`src/rtl/icsg_pkg.sv`:
```
// Shared types and constants of the inverted circle span generator.
package icsg_pkg;

   // Field widths fixed by the command format
   localparam int COORD_W   = 13;
   localparam int COLOR_W   = 24;
   localparam int SCREEN_W  = 12;
   localparam int CENTER_W  = 11;
   localparam int CSR_IDX_W = 2;
   localparam int CMD_IDX_W = 3;

   // Reset values of the screen size registers
   localparam logic [SCREEN_W-1:0] SCREEN_WIDTH_RESET  = 12'd640;
   localparam logic [SCREEN_W-1:0] SCREEN_HEIGHT_RESET = 12'd480;

   // Operation codes of the request channel
   localparam logic OP_START = 1'b0;
   localparam logic OP_STEP  = 1'b1;

   // Register indexes of the configuration port
   localparam logic [CSR_IDX_W-1:0] CSR_FILL_COLOR    = 2'd0;
   localparam logic [CSR_IDX_W-1:0] CSR_SCREEN_WIDTH  = 2'd1;
   localparam logic [CSR_IDX_W-1:0] CSR_SCREEN_HEIGHT = 2'd2;

   // Draw command kinds
   typedef enum logic [1:0] {
      KIND_BOX  = 2'd0,
      KIND_LINE = 2'd1,
      KIND_DONE = 2'd2
   } cmd_kind_type;

   // Edge columns and rows of one group of four commands
   typedef struct packed {
      logic signed [COORD_W-1:0] left;
      logic signed [COORD_W-1:0] right;
      logic signed [COORD_W-1:0] row_lo;
      logic signed [COORD_W-1:0] row_hi;
   } span_group_type;

endpackage

```
`src/rtl/inverted_circle_span_generator_core.sv`:
```
// Top level: midpoint circle stepper that emits the area outside a circle as draw commands.
//
//   channel   direction   handshake              carries
//   req_*     in          req_valid/req_ready    operation, centre, radius
//   rsp_*     out         rsp_valid/rsp_ready    one draw command per transaction
//   csr_*     in          csr_write_enable       fill colour, screen width, screen height
//
// A request gives 1, 4 or 8 commands, one per cycle while rsp_ready stays high; the
// single output register sets the rate.
// The next request is taken in the cycle its predecessor's final command moves
// into the output register, so requests run back to back without a gap.
// Reset is synchronous; it clears the stepper, the sequencer and the output valid flag and restores the registers.
// While rsp_ready is low and the output register holds a command, the register and the command sequencer hold.
module inverted_circle_span_generator_core
   import icsg_pkg::*;
#(
   parameter int RADIUS_BITS = 10
) (
   input  logic                       clock,
   input  logic                       reset,
   // request channel
   input  logic                       req_valid,
   output logic                       req_ready,
   input  logic                       req_operation,
   input  logic [CENTER_W-1:0]        req_center_x,
   input  logic [CENTER_W-1:0]        req_center_y,
   input  logic [RADIUS_BITS-1:0]     req_radius,
   // result channel
   output logic                       rsp_valid,
   input  logic                       rsp_ready,
   output logic [1:0]                 rsp_cmd_kind,
   output logic signed [COORD_W-1:0]  rsp_x_start,
   output logic signed [COORD_W-1:0]  rsp_y_start,
   output logic signed [COORD_W-1:0]  rsp_x_end,
   output logic signed [COORD_W-1:0]  rsp_y_end,
   output logic [COLOR_W-1:0]         rsp_draw_color,
   output logic                       rsp_last,
   // configuration port
   input  logic                       csr_write_enable,
   input  logic [CSR_IDX_W-1:0]       csr_index,
   input  logic [COLOR_W-1:0]         csr_write_data
);

   localparam int OFF_W = RADIUS_BITS + 2;
   localparam int DEC_W = RADIUS_BITS + 6;
   localparam logic signed [DEC_W-1:0] DEC_THREE = DEC_W'(3);
   localparam logic signed [DEC_W-1:0] DEC_TWO   = DEC_W'(2);
   localparam logic [CMD_IDX_W-1:0]    IDX_GROUP_END = CMD_IDX_W'(3);
   localparam logic [CMD_IDX_W-1:0]    IDX_FINAL     = CMD_IDX_W'(7);

   // configuration registers
   logic [COLOR_W-1:0]  fill_color_ff;
   logic [SCREEN_W-1:0] screen_width_ff;
   logic [SCREEN_W-1:0] screen_height_ff;

   // stepper state
   logic [CENTER_W-1:0]     saved_cx_ff, saved_cx_in;
   logic [CENTER_W-1:0]     saved_cy_ff, saved_cy_in;
   logic signed [OFF_W-1:0] major_ff, major_in;
   logic signed [OFF_W-1:0] minor_ff, minor_in;
   logic signed [DEC_W-1:0] decision_ff, decision_in;
   logic                    running_ff, running_in;

   // command sequencer
   logic                 job_valid_ff;
   cmd_kind_type         job_kind_ff;
   logic                 job_has_b_ff;
   span_group_type       job_a_ff;
   span_group_type       job_b_ff;
   logic [CMD_IDX_W-1:0] job_idx_ff;

   // output register
   logic                      out_valid_ff;
   cmd_kind_type              out_kind_ff;
   logic signed [COORD_W-1:0] out_xs_ff, out_ys_ff, out_xe_ff, out_ye_ff;
   logic [COLOR_W-1:0]        out_color_ff;
   logic                      out_last_ff;

   logic                    req_accept;
   logic                    is_start;
   logic                    do_advance;
   logic [CENTER_W-1:0]     adv_cx, adv_cy;
   logic signed [OFF_W-1:0] adv_major, adv_minor, adv_dy_a;
   logic signed [OFF_W-1:0] major_dec, minor_inc;
   logic signed [DEC_W-1:0] adv_decision, decision_mid;
   logic                    adv_take;
   span_group_type          group_a, group_b;
   cmd_kind_type            new_kind;

   logic                      out_load;
   cmd_kind_type              cmd_kind;
   logic signed [COORD_W-1:0] cmd_xs, cmd_ys, cmd_xe, cmd_ye;
   logic [COLOR_W-1:0]        cmd_color;
   logic                      cmd_last;
   span_group_type            cur_group;
   logic signed [COORD_W-1:0] edge_w, edge_h;

   // Edges of a group: columns cx-dx and cx+dx, rows cy-dy and cy+dy(+1)
   function automatic span_group_type make_group(
      input logic [CENTER_W-1:0]     cx,
      input logic [CENTER_W-1:0]     cy,
      input logic signed [OFF_W-1:0] dx,
      input logic signed [OFF_W-1:0] dy,
      input logic                    hi_plus_one
   );
      span_group_type            g;
      logic signed [COORD_W-1:0] cx_c, cy_c, dx_c, dy_c;
      cx_c     = signed'(COORD_W'(cx));
      cy_c     = signed'(COORD_W'(cy));
      dx_c     = COORD_W'(dx);
      dy_c     = COORD_W'(dy);
      g.left   = cx_c - dx_c;
      g.right  = cx_c + dx_c;
      g.row_lo = cy_c - dy_c;
      g.row_hi = cy_c + dy_c + COORD_W'(hi_plus_one);
      return g;
   endfunction

   assign req_accept = req_valid && req_ready;
   assign is_start   = (req_operation == OP_START);
   assign do_advance = is_start || running_ff;

   // Select the operands of this octant step
   always_comb begin
      if (is_start) begin
         adv_cx       = req_center_x;
         adv_cy       = req_center_y;
         adv_major    = signed'(OFF_W'(req_radius));
         adv_minor    = '0;
         adv_decision = DEC_THREE - (signed'(DEC_W'(req_radius)) <<< 1);
         adv_dy_a     = signed'(OFF_W'(req_radius));
      end else begin
         adv_cx       = saved_cx_ff;
         adv_cy       = saved_cy_ff;
         adv_major    = major_ff;
         adv_minor    = minor_ff;
         adv_decision = decision_ff;
         adv_dy_a     = minor_ff;
      end
   end

   // Update the decision term and offsets of one step
   always_comb begin
      adv_take     = ~adv_decision[DEC_W-1];
      major_dec    = adv_take ? adv_major - OFF_W'(1) : adv_major;
      minor_inc    = adv_minor + OFF_W'(1);
      decision_mid = adv_take ? adv_decision - (DEC_W'(major_dec) <<< 2) : adv_decision;
      decision_in  = decision_mid + (DEC_W'(minor_inc) <<< 2) + DEC_TWO;
      major_in     = major_dec;
      minor_in     = minor_inc;
      running_in   = (major_dec >= minor_inc);
      saved_cx_in  = adv_cx;
      saved_cy_in  = adv_cy;
   end

   // Build the command groups of the accepted transaction
   always_comb begin
      group_a = make_group(adv_cx, adv_cy, adv_major, adv_dy_a, is_start);
      group_b = make_group(adv_cx, adv_cy, adv_minor, adv_major, 1'b0);
      if (is_start) begin
         new_kind = KIND_BOX;
      end else if (running_ff) begin
         new_kind = KIND_LINE;
      end else begin
         new_kind = KIND_DONE;
      end
   end

   // Form the current command from the sequencer
   always_comb begin
      edge_w    = signed'(COORD_W'(screen_width_ff));
      edge_h    = signed'(COORD_W'(screen_height_ff));
      cur_group = job_idx_ff[2] ? job_b_ff : job_a_ff;
      cmd_kind  = job_idx_ff[2] ? KIND_LINE : job_kind_ff;
      cmd_color = fill_color_ff;
      cmd_xs    = '0;
      cmd_ys    = '0;
      cmd_xe    = '0;
      cmd_ye    = '0;
      case (cmd_kind)
         KIND_BOX: begin
            case (job_idx_ff[1:0])
               2'd0: begin
                  cmd_xe = edge_w;
                  cmd_ye = cur_group.row_lo;
               end
               2'd1: begin
                  cmd_ys = cur_group.row_lo;
                  cmd_xe = cur_group.left;
                  cmd_ye = edge_h;
               end
               2'd2: begin
                  cmd_xs = cur_group.left;
                  cmd_ys = cur_group.row_hi;
                  cmd_xe = edge_w;
                  cmd_ye = edge_h;
               end
               default: begin
                  cmd_xs = cur_group.right;
                  cmd_ys = cur_group.row_lo;
                  cmd_xe = edge_w;
                  cmd_ye = cur_group.row_hi;
               end
            endcase
         end
         KIND_LINE: begin
            cmd_ys = job_idx_ff[1] ? cur_group.row_lo : cur_group.row_hi;
            cmd_ye = cmd_ys;
            if (job_idx_ff[0]) begin
               cmd_xs = cur_group.right;
               cmd_xe = edge_w;
            end else begin
               cmd_xe = cur_group.left;
            end
         end
         default: begin
            cmd_color = '0;
         end
      endcase
      cmd_last = (cmd_kind == KIND_DONE) || (job_idx_ff == IDX_FINAL) ||
                 ((job_idx_ff == IDX_GROUP_END) && !job_has_b_ff);
   end

   assign out_load  = job_valid_ff && (!out_valid_ff || rsp_ready);
   assign req_ready = !job_valid_ff || (out_load && cmd_last);

   // Write the configuration registers
   always_ff @(posedge clock) begin
      if (reset) begin
         fill_color_ff    <= '0;
         screen_width_ff  <= SCREEN_WIDTH_RESET;
         screen_height_ff <= SCREEN_HEIGHT_RESET;
      end else if (csr_write_enable) begin
         case (csr_index)
            CSR_FILL_COLOR:    fill_color_ff    <= csr_write_data;
            CSR_SCREEN_WIDTH:  screen_width_ff  <= csr_write_data[SCREEN_W-1:0];
            CSR_SCREEN_HEIGHT: screen_height_ff <= csr_write_data[SCREEN_W-1:0];
            default: ;
         endcase
      end
   end

   // Advance the stepper state on each accepted start or running step
   always_ff @(posedge clock) begin
      if (reset) begin
         saved_cx_ff <= '0;
         saved_cy_ff <= '0;
         major_ff    <= '0;
         minor_ff    <= '0;
         decision_ff <= '0;
         running_ff  <= 1'b0;
      end else if (req_accept && do_advance) begin
         saved_cx_ff <= saved_cx_in;
         saved_cy_ff <= saved_cy_in;
         major_ff    <= major_in;
         minor_ff    <= minor_in;
         decision_ff <= decision_in;
         running_ff  <= running_in;
      end
   end

   // Sequencer control: load a transaction, walk its commands, drop when done
   always_ff @(posedge clock) begin
      if (reset) begin
         job_valid_ff <= 1'b0;
         job_idx_ff   <= '0;
      end else if (req_accept) begin
         job_valid_ff <= 1'b1;
         job_idx_ff   <= '0;
      end else if (out_load) begin
         if (cmd_last) begin
            job_valid_ff <= 1'b0;
            job_idx_ff   <= '0;
         end else begin
            job_idx_ff <= job_idx_ff + CMD_IDX_W'(1);
         end
      end
   end

   // Sequencer payload
   always_ff @(posedge clock) begin
      if (req_accept) begin
         job_kind_ff  <= new_kind;
         job_has_b_ff <= do_advance && adv_take;
         job_a_ff     <= group_a;
         job_b_ff     <= group_b;
      end
   end

   // Output register: hold while stalled
   always_ff @(posedge clock) begin
      if (reset) begin
         out_valid_ff <= 1'b0;
      end else if (out_load) begin
         out_valid_ff <= 1'b1;
      end else if (rsp_ready) begin
         out_valid_ff <= 1'b0;
      end
   end

   always_ff @(posedge clock) begin
      if (out_load) begin
         out_kind_ff  <= cmd_kind;
         out_xs_ff    <= cmd_xs;
         out_ys_ff    <= cmd_ys;
         out_xe_ff    <= cmd_xe;
         out_ye_ff    <= cmd_ye;
         out_color_ff <= cmd_color;
         out_last_ff  <= cmd_last;
      end
   end

   assign rsp_valid      = out_valid_ff;
   assign rsp_cmd_kind   = out_kind_ff;
   assign rsp_x_start    = out_xs_ff;
   assign rsp_y_start    = out_ys_ff;
   assign rsp_x_end      = out_xe_ff;
   assign rsp_y_end      = out_ye_ff;
   assign rsp_draw_color = out_color_ff;
   assign rsp_last       = out_last_ff;

   // A done marker is a single command and never carries a second group
   assert property (@(posedge clock) disable iff (reset)
      job_valid_ff && (job_kind_ff == KIND_DONE) |-> (job_idx_ff == '0) && !job_has_b_ff)
      else $error("done transaction walked past its single command");

   // A start transaction opens with the bounding boxes
   assert property (@(posedge clock) disable iff (reset)
      req_accept && is_start |=> job_valid_ff && (job_kind_ff == KIND_BOX) &&
                                 (job_idx_ff == '0))
      else $error("start transaction did not load box commands");

   // A step while idle yields the done marker
   assert property (@(posedge clock) disable iff (reset)
      req_accept && !is_start && !running_ff |=> (job_kind_ff == KIND_DONE))
      else $error("idle step did not yield a done marker");

   // A done marker always closes its transaction
   assert property (@(posedge clock) disable iff (reset)
      rsp_valid && (rsp_cmd_kind == KIND_DONE) |-> rsp_last)
      else $error("done marker without last flag");

endmodule

```
`config.mk`:
```
export PLATFORM = sky130hd
export DESIGN_NAME = inverted_circle_span_generator_core
export DESIGN_NICKNAME = d
export VERILOG_FILES = /design/src/rtl/icsg_pkg.sv /design/src/rtl/inverted_circle_span_generator_core.sv
export SDC_FILE = /design/constraint.sdc
export NUM_CORES = 1
export LEC_CHECK = 0
export ABC_AREA = 1
export BUFFER_PORTS_ARGS = -buffer_cell sky130_fd_sc_hd__buf_4
export CAP_MARGIN = 20
export CORE_UTILIZATION = 60
export DETAILED_ROUTE_END_ITERATION = 10
export PLACE_DENSITY = 0.8
export SLEW_MARGIN = 20
export SYNTH_ARGS = -nofsm -noshare
export SYNTH_HDL_FRONTEND = slang
export SYNTH_SLANG_ARGS = --single-unit
export TNS_END_PERCENT = 100
```
`constraint.sdc`:
```
create_clock -name clock -period 5.3 [get_ports clock]
set_input_delay 1.325 -clock clock [delete_from_list [all_inputs] [get_ports clock]]
set_output_delay 1.325 -clock clock [all_outputs]
set_load 0.01 [all_outputs]
```
==> results.toml <==
[final_layout]
area_delta_synth_final_pct = 19.5
drive_gt1_frac = 0.172
layout.nets = 2500
multi_input_area_sq_mm = 0.00868
fill_cells = 2132
final_core_util = 0.735
seqCellArea_sq_mm = 0.00780

[timing]
hold_viol_final = 0
fin_crit_sh = 0.947
rsz0062_at_grt = "true"
slew_headroom = 0.266
setup_viol = 0
skew_ps = 19.2
slew_violations = 0
finalSetupTns_ps = 0
tightest_slew_ps = 1090
max_freq_ghz = 0.199
period_needed_ps = 5020

[clock_network]
postCtsSetupBuffers = 0
path_clk_slew_ps = 60
cts-root-buf = "clkbuf_16"
cts_tree = "done"
cts-resized-gates = 0
cts_buffers = 34
cts_max_level = 2
clockBufferDepth = 3
holdBufCountCts = 0
cts_sinks = 298
clk_latency_ps = 520

[global_route]
overflow = 0
grt_pass1_vias = 14884
antenna_found_initial = 1
grt_pass1_wl_um = 80100
use_met2 = 0.565
grtUsageMet3 = 0.0497
grt_max_degree = 75
top_usage_layer = "met2"
grt_util_all_layers = 0.340
use_met1 = 0.421

[worst_setup_path]
worst_ep_required_time_ps = 5680
crit_family = "compound AO/OA/AOI/OAI gates"
cp_common_cell = "a21oi_1"
critical_path_peak_fanout = 8
cp-end-kind = "register"
critical_path_class = "primary input to register"
crit_arrival_ps = 5400
slowest_stage = "ha_1"
cp.buffers_inverters = 4
crit_chain = "buf_4 -> or2_1 -> nor2_1 -> nand2_1 -> nand2_4 -> nand2_1 -> nor2_1 -> xor2_1 -> inv_1 -> ha_1 -> a21oi_1 -> and2_1 -> buf_4 -> xor2_1 -> o21ai_0 -> ha_1 -> a21oi_2 -> o21ai_0 -> a21oi_1 -> buf_4 -> o21ai_0 -> a21oi_1 -> xor2_1 -> a21oi_1"
start_kind = "primary input"
max_stage_delay_ps = 350

[yosys]
synth_top_area_frac = 0.309
synth_seq_area_share = 0.438
syn_area_sq_mm = 0.0178
synthArstFlopShare = 0
synth_cell_type_count = 55
ys_seq_elements = 298
yosys_warnings = 0
synthCells = 2048
syn_nets = 2257
syn_avg_cell_area_sq_um = 8.69
synth-main-ff-cell = "edfxtp_1"
synth_edf_count = 183
synth.area.top_cells = "edfxtp_1 (31%), dfxtp_1 (13%), ha_1 (9.4%), nand2_1 (6.2%), a21oi_1 (6.0%)"
yosysTopAreaCell = "edfxtp_1"

[hold_path]
hold_class = "register to register"

[die]
die_h_um = 174
ios = 145
core.rowCount = 62
initial_core_util = 0.615
core-area_sq_mm = 0.0289
die-area_sq_mm = 0.0304
die_x_um = 174

[detailed_routing]
drc = 0
viasPerCell = 5.72
wl_per_cell_um = 19.1
vias = 15452
dr.pass1.iters = 6
routed_wl_um = 51600
drtAntennaViolNets = 0
drtIter0Drc = 1580

[placement]
globalplace.congestion = 0.983
port_buffers = 144
hpwl_um = 39200

[power]
power_density_mw_per_mm2 = 334
p_leak_nw = 9.65
ir_worst_vdd_mv = 0.265

[job]
drv_cap = 0

[run_status]
status = "completed"
==> per-stage QoR <==
step                worst slack, ps  instances  hold slack, ps  area, sq um  total power [mW]
detailed placement             -289       2639             444        20100              4.70
global route                  -24.0       2701             463        21300              7.40
global placement               -235       2639             434        20100              4.66
floorplan                       296       2048             423        17800              4.00
CTS                             231       2701             451        21300              7.09
finish                          278       2702             446        21300              7.10
==> final cells by class <==
class	count	share of cell area
multi-input cells	1405	0.408
flip-flops and latches	298	0.367
repair buffers	289	0.103
inverters	263	0.0465
clock buffers	47	0.0452
well taps	384	0.0226
clock inverters	15	0.00841
diodes	1	0.000118
==> tightest hold or removal path, delay by kind of cell (launching register included) <==
family,cells,cell delay (ps)
AO/OA/AOI/OAI,1,50
flip-flops,1,290
buffers and inverters,1,50
==> flip-flops by register name, summed over array words and instances (netlist names) <==
signal            flops
job_a_ff             51
job_b_ff             50
fill_color_ff        24
rsp_draw_color       24
decision_ff          15
rsp_x_end            13
rsp_x_start          13
rsp_y_end            13
rsp_y_start          13
major_ff             12
minor_ff             12
screen_height_ff     12
screen_width_ff      12
saved_cx_ff          11
saved_cy_ff          11
job_idx_ff            3
job_kind_ff           2
rsp_cmd_kind          2
job_has_b_ff          1
job_valid_ff          1
rsp_last              1
rsp_valid             1
running_ff            1
==> kinds of logic after synthesis <==
group	Yosys count	share of synthesized area
and+or+nand+nor	567	0.133
AOI/OAI and AO/OA	545	0.171
buffers and inverters	345	0.0756
DFF	298	0.438
adders and majority gates	145	0.107
xor gates and xnor gates	113	0.0565
muxes	35	0.0197
==> power by group <==
| group | internal (mW) | leakage (nW) | total, mW | switching [mW] |
|---|---|---|---|---|
| clock network | 1.43 | 0.558 | 2.39 | 0.965 |
| logic | 0.719 | 6.37 | 1.85 | 1.14 |
| registers | 2.77 | 2.72 | 2.85 | 0.0796 |
==> path summary, 6_finish.rpt <==
kind              slack [ps]               to  cells past startpoint            from
setup / recovery         280  decision_ff[11]                     24   req_operation
setup reg to reg        1080  decision_ff[11]                     22     major_ff[1]
hold / removal           450   saved_cy_ff[8]                      2  saved_cy_ff[8]
hold reg to reg          450   saved_cy_ff[8]                      2  saved_cy_ff[8]
==> cells in the final DEF (no fill, tap or decap), types with 15 or more instances in the layout <==
cell	synthesis	final
a21oi_1	212	211
buf_4	3	288
clkbuf_16	0	35
dfxtp_1	115	114
edfxtp_1	183	183
ha_1	134	134
inv_1	251	247
mux2i_1	35	35
nand2_1	292	292
nand3_1	35	35
nor2_1	173	171
nor3_1	19	18
o21ai_0	209	206
o22ai_1	24	24
xnor2_1	15	15
xor2_1	96	96
==> per-layer routing <==
| metal | part of all wire | wire length [um] | vias to the layer above |
|---|---|---|---|
| met2 | 0.46 | 24000 | 688 |
| met5 | 0 | 0 | - |
| met3 | 0.073 | 3740 | 161 |
| li1 | - | - | 7425 |
| met4 | 0.064 | 3280 | 0 |
| met1 | 0.40 | 20600 | 7178 |
==> cells in the mapped netlist (all sizes together) (26+ instances only) <==
| cell | n |
|---|---|
| nand2 | 307 |
| inv | 259 |
| o21ai | 214 |
| a21oi | 212 |
| edfxtp | 183 |
| nor2 | 179 |
| ha | 134 |
| dfxtp | 115 |
| xor2 | 98 |
| clkbuf | 56 |
| nand3 | 37 |
| mux2i | 35 |
| buf | 26 |
(Power assumes the default switching activity.)
